$ cat src/hw/rtl/srmc_pkg.sv
package srmc_pkg;

  localparam int unsigned PosW     = 32;
  localparam int unsigned DistW    = PosW + 1;
  localparam int unsigned GainW    = 16;
  localparam int unsigned RateW    = 16;
  localparam int unsigned PeriodW  = 16;
  localparam int unsigned TickCntW = 16;
  localparam int unsigned OpW      = 3;
  localparam int unsigned CfgIdxW  = 4;
  localparam int unsigned CfgDataW = 16;
  localparam int unsigned DivSteps = PeriodW;
  localparam int unsigned DivCntW  = $clog2(DivSteps);

  localparam int unsigned TickRateDef      = 8000;
  localparam int unsigned ControlDivideDef = 80;

  localparam logic [OpW-1:0] OpTick     = 3'd0;
  localparam logic [OpW-1:0] OpTarget   = 3'd1;
  localparam logic [OpW-1:0] OpVelocity = 3'd2;
  localparam logic [OpW-1:0] OpHome     = 3'd3;
  localparam logic [OpW-1:0] OpZero     = 3'd4;

  localparam logic [CfgIdxW-1:0] RegAccelGain = 4'd0;
  localparam logic [CfgIdxW-1:0] RegDecelGain = 4'd1;
  localparam logic [CfgIdxW-1:0] RegMaxRate   = 4'd2;
  localparam logic [CfgIdxW-1:0] RegMinRate   = 4'd3;

  localparam logic [GainW-1:0] AccelGainRst = 16'd1;
  localparam logic [GainW-1:0] DecelGainRst = 16'd1;
  localparam logic [RateW-1:0] MaxRateRst   = 16'd1600;
  localparam logic [RateW-1:0] MinRateRst   = 16'd44;

  localparam logic [PeriodW-1:0] PeriodSat = '1;

  typedef enum logic [1:0] {
    DirStop  = 2'd0,
    DirPlus  = 2'd1,
    DirMinus = 2'd3
  } dir_e;

  typedef enum logic [1:0] {
    HomeOff    = 2'd0,
    HomeSearch = 2'd1,
    HomeFound  = 2'd2
  } home_e;

  typedef enum logic [2:0] {
    StIdle,
    StPrep,
    StMulDecel,
    StMulAccel,
    StSelect,
    StDiv,
    StFinish
  } state_e;

endpackage

$ cat src/hw/rtl/srmc_if.sv
interface srmc_cmd_if;
  logic                           valid;
  logic                           ready;
  logic [srmc_pkg::OpW-1:0]       op;
  logic signed [srmc_pkg::PosW-1:0] value;
  logic                           home_switch;

  modport source (output valid, output op, output value, output home_switch, input ready);
  modport sink   (input valid, input op, input value, input home_switch, output ready);
endinterface

interface srmc_res_if;
  logic                             valid;
  logic                             ready;
  logic                             step_pulse;
  logic                             step_dir;
  logic signed [srmc_pkg::PosW-1:0] position;
  logic                             homed;

  modport source (output valid, output step_pulse, output step_dir, output position,
                  output homed, input ready);
  modport sink   (input valid, input step_pulse, input step_dir, input position,
                  input homed, output ready);
endinterface

interface srmc_cfg_if;
  logic                              valid;
  logic                              ready;
  logic [srmc_pkg::CfgIdxW-1:0]      index;
  logic [srmc_pkg::CfgDataW-1:0]     data;

  modport source (output valid, output index, output data, input ready);
  modport sink   (input valid, input index, input data, output ready);
endinterface

$ cat src/hw/rtl/stepper_ramp_motion_controller.sv
// Stepper ramp controller. Requests arrive on cmd_i: a tick, a new target,
// a signed velocity, a homing search or a zeroing of all positions. Every
// request yields exactly one result on res_o with the step pulse, the
// direction pin level, the position after the request and the homed flag.
// Gains and rate limits are written on cfg_i at any time the block is idle;
// cfg_i is always ready.
// One request is in work at a time. A plain tick, a target or a zeroing
// request goes straight to StFinish, a velocity or homing request with a
// non-zero speed passes StDiv, and a tick that runs a control update passes
// StPrep, StMulDecel, StMulAccel, StSelect and StDiv (no StDiv for a zero
// clamped rate). StFinish loads the result, then a next request can be taken.
// A restoring divider resolves the step period one quotient bit a cycle, fed
// by one shared 16x16 multiplier that forms both ramp terms in turn.
// The result sits in an output register, so cmd_i takes the next request
// while a result still waits on a stalled receiver; only when a second result
// is ready and the first has not been taken does the block hold in place.
// Reset clears all positions, stops the motor, selects velocity mode with a
// zero period and restores the register defaults.
module stepper_ramp_motion_controller #(
  parameter int unsigned TickRate      = srmc_pkg::TickRateDef,
  parameter int unsigned ControlDivide = srmc_pkg::ControlDivideDef
) (
  input  logic             clk_i,
  input  logic             rst_ni,
  srmc_cmd_if.sink         cmd_i,
  srmc_res_if.source       res_o,
  srmc_cfg_if.sink         cfg_i
);

  localparam int unsigned PosW    = srmc_pkg::PosW;
  localparam int unsigned DistW   = srmc_pkg::DistW;
  localparam int unsigned GainW   = srmc_pkg::GainW;
  localparam int unsigned RateW   = srmc_pkg::RateW;
  localparam int unsigned PeriodW = srmc_pkg::PeriodW;
  localparam int unsigned TickW   = srmc_pkg::TickCntW;
  localparam int unsigned DivCntW = srmc_pkg::DivCntW;
  localparam int unsigned SatW    = RateW + 1;

  localparam logic [PeriodW-1:0] Dividend   = PeriodW'(TickRate);
  localparam logic [TickW-1:0]   CtlDivide  = TickW'(ControlDivide);
  localparam logic [SatW-1:0]    SatProduct = SatW'(1) << RateW;
  localparam logic [DivCntW-1:0] DivLast    = DivCntW'(srmc_pkg::DivSteps - 1);

  srmc_pkg::state_e state_q, state_d;

  logic [GainW-1:0] accel_gain_q, decel_gain_q;
  logic [RateW-1:0] max_rate_q, min_rate_q;

  logic [PosW-1:0]    cur_pos_q, cur_pos_d;
  logic [PosW-1:0]    tgt_pos_q, tgt_pos_d;
  logic [PosW-1:0]    start_pos_q, start_pos_d;
  srmc_pkg::dir_e     dir_q, dir_d;
  logic [PeriodW-1:0] period_q, period_d;
  logic [TickW-1:0]   step_ticks_q, step_ticks_d;
  logic [TickW-1:0]   ctl_ticks_q, ctl_ticks_d;
  logic               pos_mode_q, pos_mode_d;
  srmc_pkg::home_e    home_q, home_d;
  logic               dir_pin_q, dir_pin_d;

  logic [srmc_pkg::OpW-1:0] op_q, op_d;
  logic                     sw_q, sw_d;

  logic [DistW-1:0]   dist_tgt_q, dist_tgt_d;
  logic [DistW-1:0]   dist_start_q, dist_start_d;
  logic [SatW-1:0]    prod_tgt_q, prod_tgt_d;
  logic [SatW-1:0]    prod_start_q, prod_start_d;

  logic [SatW-1:0]    divisor_q, divisor_d;
  logic [PeriodW-1:0] rem_q, rem_d;
  logic [PeriodW-1:0] quo_q, quo_d;
  logic [DivCntW-1:0] div_cnt_q, div_cnt_d;

  logic               res_valid_q, res_valid_d;
  logic               res_pulse_q, res_pulse_d;
  logic               res_dir_q, res_dir_d;
  logic [PosW-1:0]    res_pos_q, res_pos_d;
  logic               res_homed_q, res_homed_d;

  // Shared multiplier: |distance| times gain, saturated just above the rate range.
  logic [DistW-1:0]   mul_dist;
  logic [GainW-1:0]   mul_gain;
  logic [DistW-1:0]   mul_mag;
  logic [2*GainW-1:0] mul_full;
  logic [SatW-1:0]    mul_res;

  always_comb begin
    mul_dist = (state_q == srmc_pkg::StMulAccel) ? dist_start_q : dist_tgt_q;
    mul_gain = (state_q == srmc_pkg::StMulAccel) ? accel_gain_q : decel_gain_q;
    mul_mag  = mul_dist[DistW-1] ? (~mul_dist + DistW'(1)) : mul_dist;
    mul_full = mul_gain * mul_mag[GainW-1:0];
    if (mul_gain == '0) begin
      mul_res = '0;
    end else if ((mul_mag[DistW-1:GainW] != '0) || (mul_full[2*GainW-1:RateW] != '0)) begin
      mul_res = SatProduct;
    end else begin
      mul_res = {1'b0, mul_full[RateW-1:0]};
    end
  end

  // Divider step: one quotient bit per cycle.
  logic [SatW-1:0] div_trial;
  logic            div_ge;
  logic [SatW-1:0] div_diff;

  always_comb begin
    div_trial = {rem_q, quo_q[PeriodW-1]};
    div_ge    = div_trial >= divisor_q;
    div_diff  = div_trial - divisor_q;
  end

  logic               cmd_fire;
  logic               res_load;
  logic [PosW-1:0]    vel_mag;
  logic [RateW-1:0]   rate_sel;
  logic [SatW-1:0]    tr_tmp;
  logic               orr_ok;
  logic               step_fire;

  assign cmd_fire = cmd_i.valid && cmd_i.ready;
  assign res_load = (state_q == srmc_pkg::StFinish) && (!res_valid_q || res_o.ready);

  always_comb begin
    state_d      = state_q;
    cur_pos_d    = cur_pos_q;
    tgt_pos_d    = tgt_pos_q;
    start_pos_d  = start_pos_q;
    dir_d        = dir_q;
    period_d     = period_q;
    step_ticks_d = step_ticks_q;
    ctl_ticks_d  = ctl_ticks_q;
    pos_mode_d   = pos_mode_q;
    home_d       = home_q;
    dir_pin_d    = dir_pin_q;
    op_d         = op_q;
    sw_d         = sw_q;
    dist_tgt_d   = dist_tgt_q;
    dist_start_d = dist_start_q;
    prod_tgt_d   = prod_tgt_q;
    prod_start_d = prod_start_q;
    divisor_d    = divisor_q;
    rem_d        = rem_q;
    quo_d        = quo_q;
    div_cnt_d    = div_cnt_q;
    res_valid_d  = res_valid_q && !res_o.ready;
    res_pulse_d  = res_pulse_q;
    res_dir_d    = res_dir_q;
    res_pos_d    = res_pos_q;
    res_homed_d  = res_homed_q;
    vel_mag      = cmd_i.value[PosW-1] ? (~cmd_i.value + PosW'(1)) : cmd_i.value;
    rate_sel     = '0;
    tr_tmp       = '0;
    orr_ok       = 1'b0;
    step_fire    = 1'b0;

    unique case (state_q)
      srmc_pkg::StIdle: begin
        if (cmd_fire) begin
          op_d      = cmd_i.op;
          sw_d      = cmd_i.home_switch;
          rem_d     = '0;
          quo_d     = Dividend;
          div_cnt_d = '0;
          state_d   = srmc_pkg::StFinish;
          unique case (cmd_i.op)
            srmc_pkg::OpTick: begin
              if (pos_mode_q) begin
                if (ctl_ticks_q >= CtlDivide) begin
                  ctl_ticks_d = '0;
                  state_d     = srmc_pkg::StPrep;
                end else begin
                  ctl_ticks_d = ctl_ticks_q + TickW'(1);
                end
              end
            end
            srmc_pkg::OpTarget: begin
              tgt_pos_d  = cmd_i.value;
              home_d     = srmc_pkg::HomeOff;
              pos_mode_d = 1'b1;
            end
            srmc_pkg::OpVelocity, srmc_pkg::OpHome: begin
              pos_mode_d = 1'b0;
              home_d = (cmd_i.op == srmc_pkg::OpHome) ? srmc_pkg::HomeSearch
                                                      : srmc_pkg::HomeOff;
              if (cmd_i.value == '0) begin
                period_d    = srmc_pkg::PeriodSat;
                dir_d       = srmc_pkg::DirStop;
                tgt_pos_d   = cur_pos_q;
                start_pos_d = cur_pos_q;
              end else begin
                dir_d = cmd_i.value[PosW-1] ? srmc_pkg::DirMinus : srmc_pkg::DirPlus;
                // Speeds beyond the rate range give a zero period either way.
                divisor_d = (vel_mag[PosW-1:RateW] != '0) ? SatProduct
                                                          : {1'b0, vel_mag[RateW-1:0]};
                state_d   = srmc_pkg::StDiv;
              end
            end
            srmc_pkg::OpZero: begin
              cur_pos_d   = '0;
              tgt_pos_d   = '0;
              start_pos_d = '0;
            end
            default: begin
            end
          endcase
        end
      end

      srmc_pkg::StPrep: begin
        dist_tgt_d   = {tgt_pos_q[PosW-1], tgt_pos_q} - {cur_pos_q[PosW-1], cur_pos_q};
        dist_start_d = {cur_pos_q[PosW-1], cur_pos_q} - {start_pos_q[PosW-1], start_pos_q};
        state_d      = srmc_pkg::StMulDecel;
      end

      srmc_pkg::StMulDecel: begin
        prod_tgt_d = mul_res;
        state_d    = srmc_pkg::StMulAccel;
      end

      srmc_pkg::StMulAccel: begin
        prod_start_d = mul_res;
        state_d      = srmc_pkg::StSelect;
      end

      srmc_pkg::StSelect: begin
        if (prod_tgt_q == '0) begin
          dir_d = srmc_pkg::DirStop;
        end else begin
          dir_d = dist_tgt_q[DistW-1] ? srmc_pkg::DirMinus : srmc_pkg::DirPlus;
        end
        // The start term limits the rate only if zero or aimed the same way as the target.
        orr_ok = (prod_start_q == '0) || (dist_start_q[DistW-1] == dist_tgt_q[DistW-1]);
        tr_tmp = (orr_ok && (prod_start_q < prod_tgt_q)) ? prod_start_q : prod_tgt_q;
        if (tr_tmp > {1'b0, max_rate_q}) begin
          tr_tmp = {1'b0, max_rate_q};
        end
        rate_sel = tr_tmp[RateW-1:0];
        if (rate_sel < min_rate_q) begin
          rate_sel = min_rate_q;
        end
        if (rate_sel == '0) begin
          period_d = srmc_pkg::PeriodSat;
          state_d  = srmc_pkg::StFinish;
        end else begin
          divisor_d = {1'b0, rate_sel};
          state_d   = srmc_pkg::StDiv;
        end
      end

      srmc_pkg::StDiv: begin
        rem_d     = div_ge ? div_diff[PeriodW-1:0] : div_trial[PeriodW-1:0];
        quo_d     = {quo_q[PeriodW-2:0], div_ge};
        div_cnt_d = div_cnt_q + DivCntW'(1);
        if (div_cnt_q == DivLast) begin
          period_d = {quo_q[PeriodW-2:0], div_ge};
          state_d  = srmc_pkg::StFinish;
        end
      end

      srmc_pkg::StFinish: begin
        if (res_load) begin
          res_pulse_d = 1'b0;
          if (op_q == srmc_pkg::OpTick) begin
            if (step_ticks_q >= period_q) begin
              step_ticks_d = '0;
              if (dir_q != srmc_pkg::DirStop) begin
                step_fire = 1'b1;
                if (dir_q == srmc_pkg::DirPlus) begin
                  dir_pin_d = 1'b1;
                  cur_pos_d = cur_pos_q + PosW'(1);
                end else begin
                  dir_pin_d = 1'b0;
                  cur_pos_d = cur_pos_q - PosW'(1);
                end
              end
            end else begin
              step_ticks_d = step_ticks_q + TickW'(1);
            end
            if ((home_q == srmc_pkg::HomeSearch) && sw_q) begin
              cur_pos_d   = '0;
              tgt_pos_d   = '0;
              start_pos_d = '0;
              pos_mode_d  = 1'b1;
              home_d      = srmc_pkg::HomeFound;
            end
          end
          res_valid_d = 1'b1;
          res_pulse_d = step_fire;
          res_dir_d   = dir_pin_d;
          res_pos_d   = cur_pos_d;
          res_homed_d = (home_d == srmc_pkg::HomeFound);
          state_d     = srmc_pkg::StIdle;
        end
      end

      default: begin
        state_d = srmc_pkg::StIdle;
      end
    endcase
  end

  always_ff @(posedge clk_i or negedge rst_ni) begin
    if (!rst_ni) begin
      state_q      <= srmc_pkg::StIdle;
      cur_pos_q    <= '0;
      tgt_pos_q    <= '0;
      start_pos_q  <= '0;
      dir_q        <= srmc_pkg::DirStop;
      period_q     <= '0;
      step_ticks_q <= '0;
      ctl_ticks_q  <= '0;
      pos_mode_q   <= 1'b0;
      home_q       <= srmc_pkg::HomeOff;
      dir_pin_q    <= 1'b0;
      res_valid_q  <= 1'b0;
    end else begin
      state_q      <= state_d;
      cur_pos_q    <= cur_pos_d;
      tgt_pos_q    <= tgt_pos_d;
      start_pos_q  <= start_pos_d;
      dir_q        <= dir_d;
      period_q     <= period_d;
      step_ticks_q <= step_ticks_d;
      ctl_ticks_q  <= ctl_ticks_d;
      pos_mode_q   <= pos_mode_d;
      home_q       <= home_d;
      dir_pin_q    <= dir_pin_d;
      res_valid_q  <= res_valid_d;
    end
  end

  always_ff @(posedge clk_i) begin
    op_q         <= op_d;
    sw_q         <= sw_d;
    dist_tgt_q   <= dist_tgt_d;
    dist_start_q <= dist_start_d;
    prod_tgt_q   <= prod_tgt_d;
    prod_start_q <= prod_start_d;
    divisor_q    <= divisor_d;
    rem_q        <= rem_d;
    quo_q        <= quo_d;
    div_cnt_q    <= div_cnt_d;
    res_pulse_q  <= res_pulse_d;
    res_dir_q    <= res_dir_d;
    res_pos_q    <= res_pos_d;
    res_homed_q  <= res_homed_d;
  end

  always_ff @(posedge clk_i or negedge rst_ni) begin
    if (!rst_ni) begin
      accel_gain_q <= srmc_pkg::AccelGainRst;
      decel_gain_q <= srmc_pkg::DecelGainRst;
      max_rate_q   <= srmc_pkg::MaxRateRst;
      min_rate_q   <= srmc_pkg::MinRateRst;
    end else if (cfg_i.valid && cfg_i.ready) begin
      unique case (cfg_i.index)
        srmc_pkg::RegAccelGain: accel_gain_q <= cfg_i.data;
        srmc_pkg::RegDecelGain: decel_gain_q <= cfg_i.data;
        srmc_pkg::RegMaxRate:   max_rate_q   <= cfg_i.data;
        srmc_pkg::RegMinRate:   min_rate_q   <= cfg_i.data;
        default: begin
        end
      endcase
    end
  end

  assign cfg_i.ready      = 1'b1;
  assign cmd_i.ready      = (state_q == srmc_pkg::StIdle);
  assign res_o.valid      = res_valid_q;
  assign res_o.step_pulse = res_pulse_q;
  assign res_o.step_dir   = res_dir_q;
  assign res_o.position   = res_pos_q;
  assign res_o.homed      = res_homed_q;

endmodule

$ cat src/flat_wrapper.sv
// flat-port wrapper written by rule: the top's interface ports become plain ports
module stepper_ramp_motion_controller_flat 
#(
  parameter int unsigned TickRate      = srmc_pkg::TickRateDef,
  parameter int unsigned ControlDivide = srmc_pkg::ControlDivideDef
)
  (clk_i, rst_ni, cmd_i_valid, cmd_i_op, cmd_i_value, cmd_i_home_switch, cmd_i_ready, res_o_valid, res_o_step_pulse, res_o_step_dir, res_o_position, res_o_homed, res_o_ready, cfg_i_valid, cfg_i_index, cfg_i_data, cfg_i_ready);
  srmc_cmd_if cmd_i_i ();
  srmc_res_if res_o_i ();
  srmc_cfg_if cfg_i_i ();
  input  logic clk_i;
  input  logic rst_ni;
  input wire logic [$bits(cmd_i_i.valid)-1:0] cmd_i_valid;
  input wire logic [$bits(cmd_i_i.op)-1:0] cmd_i_op;
  input wire logic [$bits(cmd_i_i.value)-1:0] cmd_i_value;
  input wire logic [$bits(cmd_i_i.home_switch)-1:0] cmd_i_home_switch;
  output wire logic [$bits(cmd_i_i.ready)-1:0] cmd_i_ready;
  output wire logic [$bits(res_o_i.valid)-1:0] res_o_valid;
  output wire logic [$bits(res_o_i.step_pulse)-1:0] res_o_step_pulse;
  output wire logic [$bits(res_o_i.step_dir)-1:0] res_o_step_dir;
  output wire logic [$bits(res_o_i.position)-1:0] res_o_position;
  output wire logic [$bits(res_o_i.homed)-1:0] res_o_homed;
  input wire logic [$bits(res_o_i.ready)-1:0] res_o_ready;
  input wire logic [$bits(cfg_i_i.valid)-1:0] cfg_i_valid;
  input wire logic [$bits(cfg_i_i.index)-1:0] cfg_i_index;
  input wire logic [$bits(cfg_i_i.data)-1:0] cfg_i_data;
  output wire logic [$bits(cfg_i_i.ready)-1:0] cfg_i_ready;
  assign cmd_i_i.valid = cmd_i_valid;
  assign cmd_i_i.op = cmd_i_op;
  assign cmd_i_i.value = cmd_i_value;
  assign cmd_i_i.home_switch = cmd_i_home_switch;
  assign cmd_i_ready = cmd_i_i.ready;
  assign res_o_valid = res_o_i.valid;
  assign res_o_step_pulse = res_o_i.step_pulse;
  assign res_o_step_dir = res_o_i.step_dir;
  assign res_o_position = res_o_i.position;
  assign res_o_homed = res_o_i.homed;
  assign res_o_i.ready = res_o_ready;
  assign cfg_i_i.valid = cfg_i_valid;
  assign cfg_i_i.index = cfg_i_index;
  assign cfg_i_i.data = cfg_i_data;
  assign cfg_i_ready = cfg_i_i.ready;
  stepper_ramp_motion_controller #(.TickRate(TickRate), .ControlDivide(ControlDivide)) u_core (.clk_i(clk_i), .rst_ni(rst_ni), .cmd_i(cmd_i_i), .res_o(res_o_i), .cfg_i(cfg_i_i));
endmodule
$ cat config.mk
export PLATFORM = sky130hd
export DESIGN_NAME = stepper_ramp_motion_controller_flat
export DESIGN_NICKNAME = d
export VERILOG_FILES = /design/src/hw/rtl/srmc_pkg.sv /design/src/hw/rtl/srmc_if.sv /design/src/hw/rtl/stepper_ramp_motion_controller.sv /design/src/flat_wrapper.sv
export SDC_FILE = /design/constraint.sdc
export NUM_CORES = 2
export LEC_CHECK = 0
export BUFFER_PORTS_ARGS = -buffer_cell sky130_fd_sc_hd__buf_2
export CAP_MARGIN = 5
export CORE_ASPECT_RATIO = 0.5
export CORE_UTILIZATION = 58
export CTS_BUF_LIST = sky130_fd_sc_hd__clkbuf_8
export CTS_CLUSTER_DIAMETER = 40
export DETAILED_ROUTE_END_ITERATION = 7
export PLACE_DENSITY = 0.79
export SETUP_SLACK_MARGIN = 0.4
export SYNTH_ARGS = -nofsm -noshare
export SYNTH_HDL_FRONTEND = slang
export SYNTH_SLANG_ARGS = --single-unit
$ cat constraint.sdc
create_clock -name clk_i -period 9.2 [get_ports clk_i]
set_clock_uncertainty 0.1 [all_clocks]
set_input_delay 0.92 -clock clk_i [delete_from_list [all_inputs] [get_ports clk_i]]
set_output_delay 0.92 -clock clk_i [all_outputs]
set_load 0.005 [all_outputs]
==> impl_metrics.yaml <==
status:
  outcome: "complete, no violations"
logic_synthesis:
  synth.avg_cell_area_sq_um: 9.27
  yosys_warnings: 0
  ys_types: 100
  syn-num-nets: 4256
  synth_top_cell_by_area: "edfxtp_1"
  async_reset_ff_frac: 0.532
  yosys.area.top_type_share: 0.168
  seq_area_frac_synth: 0.326
  netlist_area_sq_um: 34400
  synth_top_cells_by_area: "edfxtp_1 (17%), dfrtp_1 (15%), fa_1 (12%)"
  ys_ff_latch: 410
  synth_edf_count: 192
  synth-main-ff-cell: "dfrtp_1"
  netlist_instances: 3714
global_route:
  grt_max_degree: 109
  grt_pass1_wl_mm: 150
  overflow: 0
  grt_usage: 0.314
  antenna_found_initial: 4
  grt_pass1_vias: 27500
setup_path:
  crit_path_frequent_cell: "fa_1"
  arrival_ns: 9.02
  crit_family: "adder cells"
  path_max_fanout: 7
  cp.required_ns: 9.64
  cp_num_buf_inv: 4
  endpoint_kind: "flop"
  slowest_delay_ns: 0.57
  start_kind: "flop"
  critPathKind: "reg -> reg"
  rr_startpoint: "u_core.dist_start_q[2]"
  crit_start: "u_core.dist_start_q[2]"
  cpMaxStageDelayCell: "fa_2"
clock_tree:
  cts_buffer_depth: 3
  root_buffer: "clkbuf_8"
  cts_buffers: 61
  clock_latency_ns: 0.69
  clk_transition_reported_paths_ns: 0.07
  cts_tree: "built"
  htreeDepth: 2
  cts_hold_buf: 0
  cts_sinks: 410
sta:
  setup_viol: 0
  max_freq_ghz: 0.117
  slew_headroom: 0.192
  finalCritPeriodShare: 0.932
  setup_tns_ns: 0
  slew_viol_final: 0
  fin_crit_ns: 8.58
  worst_pin_slew_ns: 1.20
  hold_viol: 0
  rsz0062_at_grt: "true"
job:
  cap_violations: 0
placement:
  hpwlAfterDp_mm: 72.5
  gp_congestion: 0.995
  io_buffers: 97
die:
  io_pins: 99
  core_area_sq_um: 58000
  die_height_microns: 174
  start_util: 0.593
  die-area_sq_um: 60400
  rows: 62
  die_w_microns: 347
detailed_routing:
  wire_per_inst_microns: 20.4
  drc_errors: 0
  num_vias: 28600
  drt-initial-drc-count: 3198
  ant_nets: 0
  firstDrtPassIters: 6
  routed_wl_mm: 95.4
  via_per_inst: 6.11
cells_and_area:
  area_delta_synth_final_pct: 10.4
  fillers: 4624
  final_common_cell: "inv_1"
  final_cell_mix: "inv_1 (444), nand2_1 (393), nor2_1 (355), ha_1 (272), dfrtp_1 (210)"
  drive_above_1_share: 0.119
  nets: 4406
worst_hold_path:
  hold_path.class: "in -> async"
path summary, 6_finish.rpt:
kind / endpoint / cells after the start / slack, ns
max in group asynchronous: u_core.decel_gain_q[3] / 3 / 6.69
min: u_core.period_q[4] / 1 / 0.18
min reg2reg: u_core.period_q[9] / 1 / 0.39
max reg2reg: u_core.prod_tgt_q[13] / 31 / 0.62
min in group clk_i: u_core.sw_q / 1 / 0.34
max: u_core.prod_tgt_q[13] / 31 / 0.62
layer usage:
| layer | wire length (microns) | share of wire | track usage |
|---|---|---|---|
| met4 | 3110 | 0.033 | 0.101 |
| met2 | 41700 | 0.44 | 0.479 |
| met5 | 0 | 0 | 0 |
| met3 | 9320 | 0.098 | 0.0530 |
| met1 | 41200 | 0.43 | 0.456 |
registers in the layout (all words and copies together), names as in the netlist, 17 cells and up:
signal / count
u_core.cur_pos_q: 32
u_core.dist_start_q: 33
u_core.dist_tgt_q: 33
u_core.divisor_q: 17
u_core.prod_start_q: 17
u_core.prod_tgt_q: 17
u_core.res_o.position: 32
u_core.start_pos_q: 32
u_core.tgt_pos_q: 32
cell families (layout without fill, tap and decap cells):
family                   count (synthesis)  count (layout)  share of synthesized area
buffers and inverters                  542             745                     0.0610
AND/OR/NAND/NOR                       1176            1176                      0.159
other                                    1               2                   0.000109
AO/OA/AOI/OAI                          801             801                      0.151
multiplexers                           125             125                     0.0395
flip-flops                             410             410                      0.326
XOR/XNOR                               178             178                     0.0453
adder cells (fa/ha/maj)                481             481                      0.218
per-stage QoR:
stage | worst slack (ns) | util | hold slack [ns] | std cells | area (sq um)
CTS | 0.421 | 0.644 | 0.210 | 4656 | 37300
detailed placement | 0.207 | 0.620 | 0.377 | 4538 | 36000
finish | 0.623 | 0.655 | 0.179 | 4686 | 38000
floorplan | 0.413 | - | 0.356 | 3714 | 34400
global route | 0.223 | 0.655 | 0.237 | 4686 | 38000
global placement | 0.349 | 0.620 | 0.370 | 4538 | 36000
repair_timing:
item / 4_1_cts / 5_1_grt
resized for setup: 14 / 86
hold endpoints to repair: 0 / 0
setup buffers: 2 / 25
pin swaps: 0 / 51
cloned: 0 / 4
setup endpoints to repair: 34 / 34
cells in the mapped netlist (all sizes together), types with 14 or more instances:
cell and count:
a211oi 25, a21o 54, a21oi 171, a22o 36
a22oi 35, a31oi 26, and2 23, and3 34
buf 20, clkbuf 92, dfrtp 210, edfxtp 192
fa 198, ha 283, inv 430, mux2 57
mux2i 68, nand2 402, nand2b 38, nand3 84
nand4 42, nor2 360, nor2b 24, nor3 59
nor4 36, o211ai 21, o21a 38, o21ai 230
o22a 19, o22ai 18, o31ai 21, or2 14
or3 21, xnor2 117, xor2 61
final cells by class:
type | count | area, sq um | share of cell area
inverter | 430 | 1630 | 0.0428
sequential | 410 | 11200 | 0.296
timing repair inverter | 1 | 8.76 | 0.000230
antenna | 1 | 2.50 | 0.0000658
tap | 768 | 961 | 0.0253
clock buffer | 73 | 1000 | 0.0264
multi-input combinational | 2762 | 21500 | 0.567
clock inverter | 43 | 289 | 0.00761
timing repair buffer | 198 | 1350 | 0.0355
Power is not shown: default switching activity piles up to over one toggle a cycle in this logic, so the estimate is an artifact.
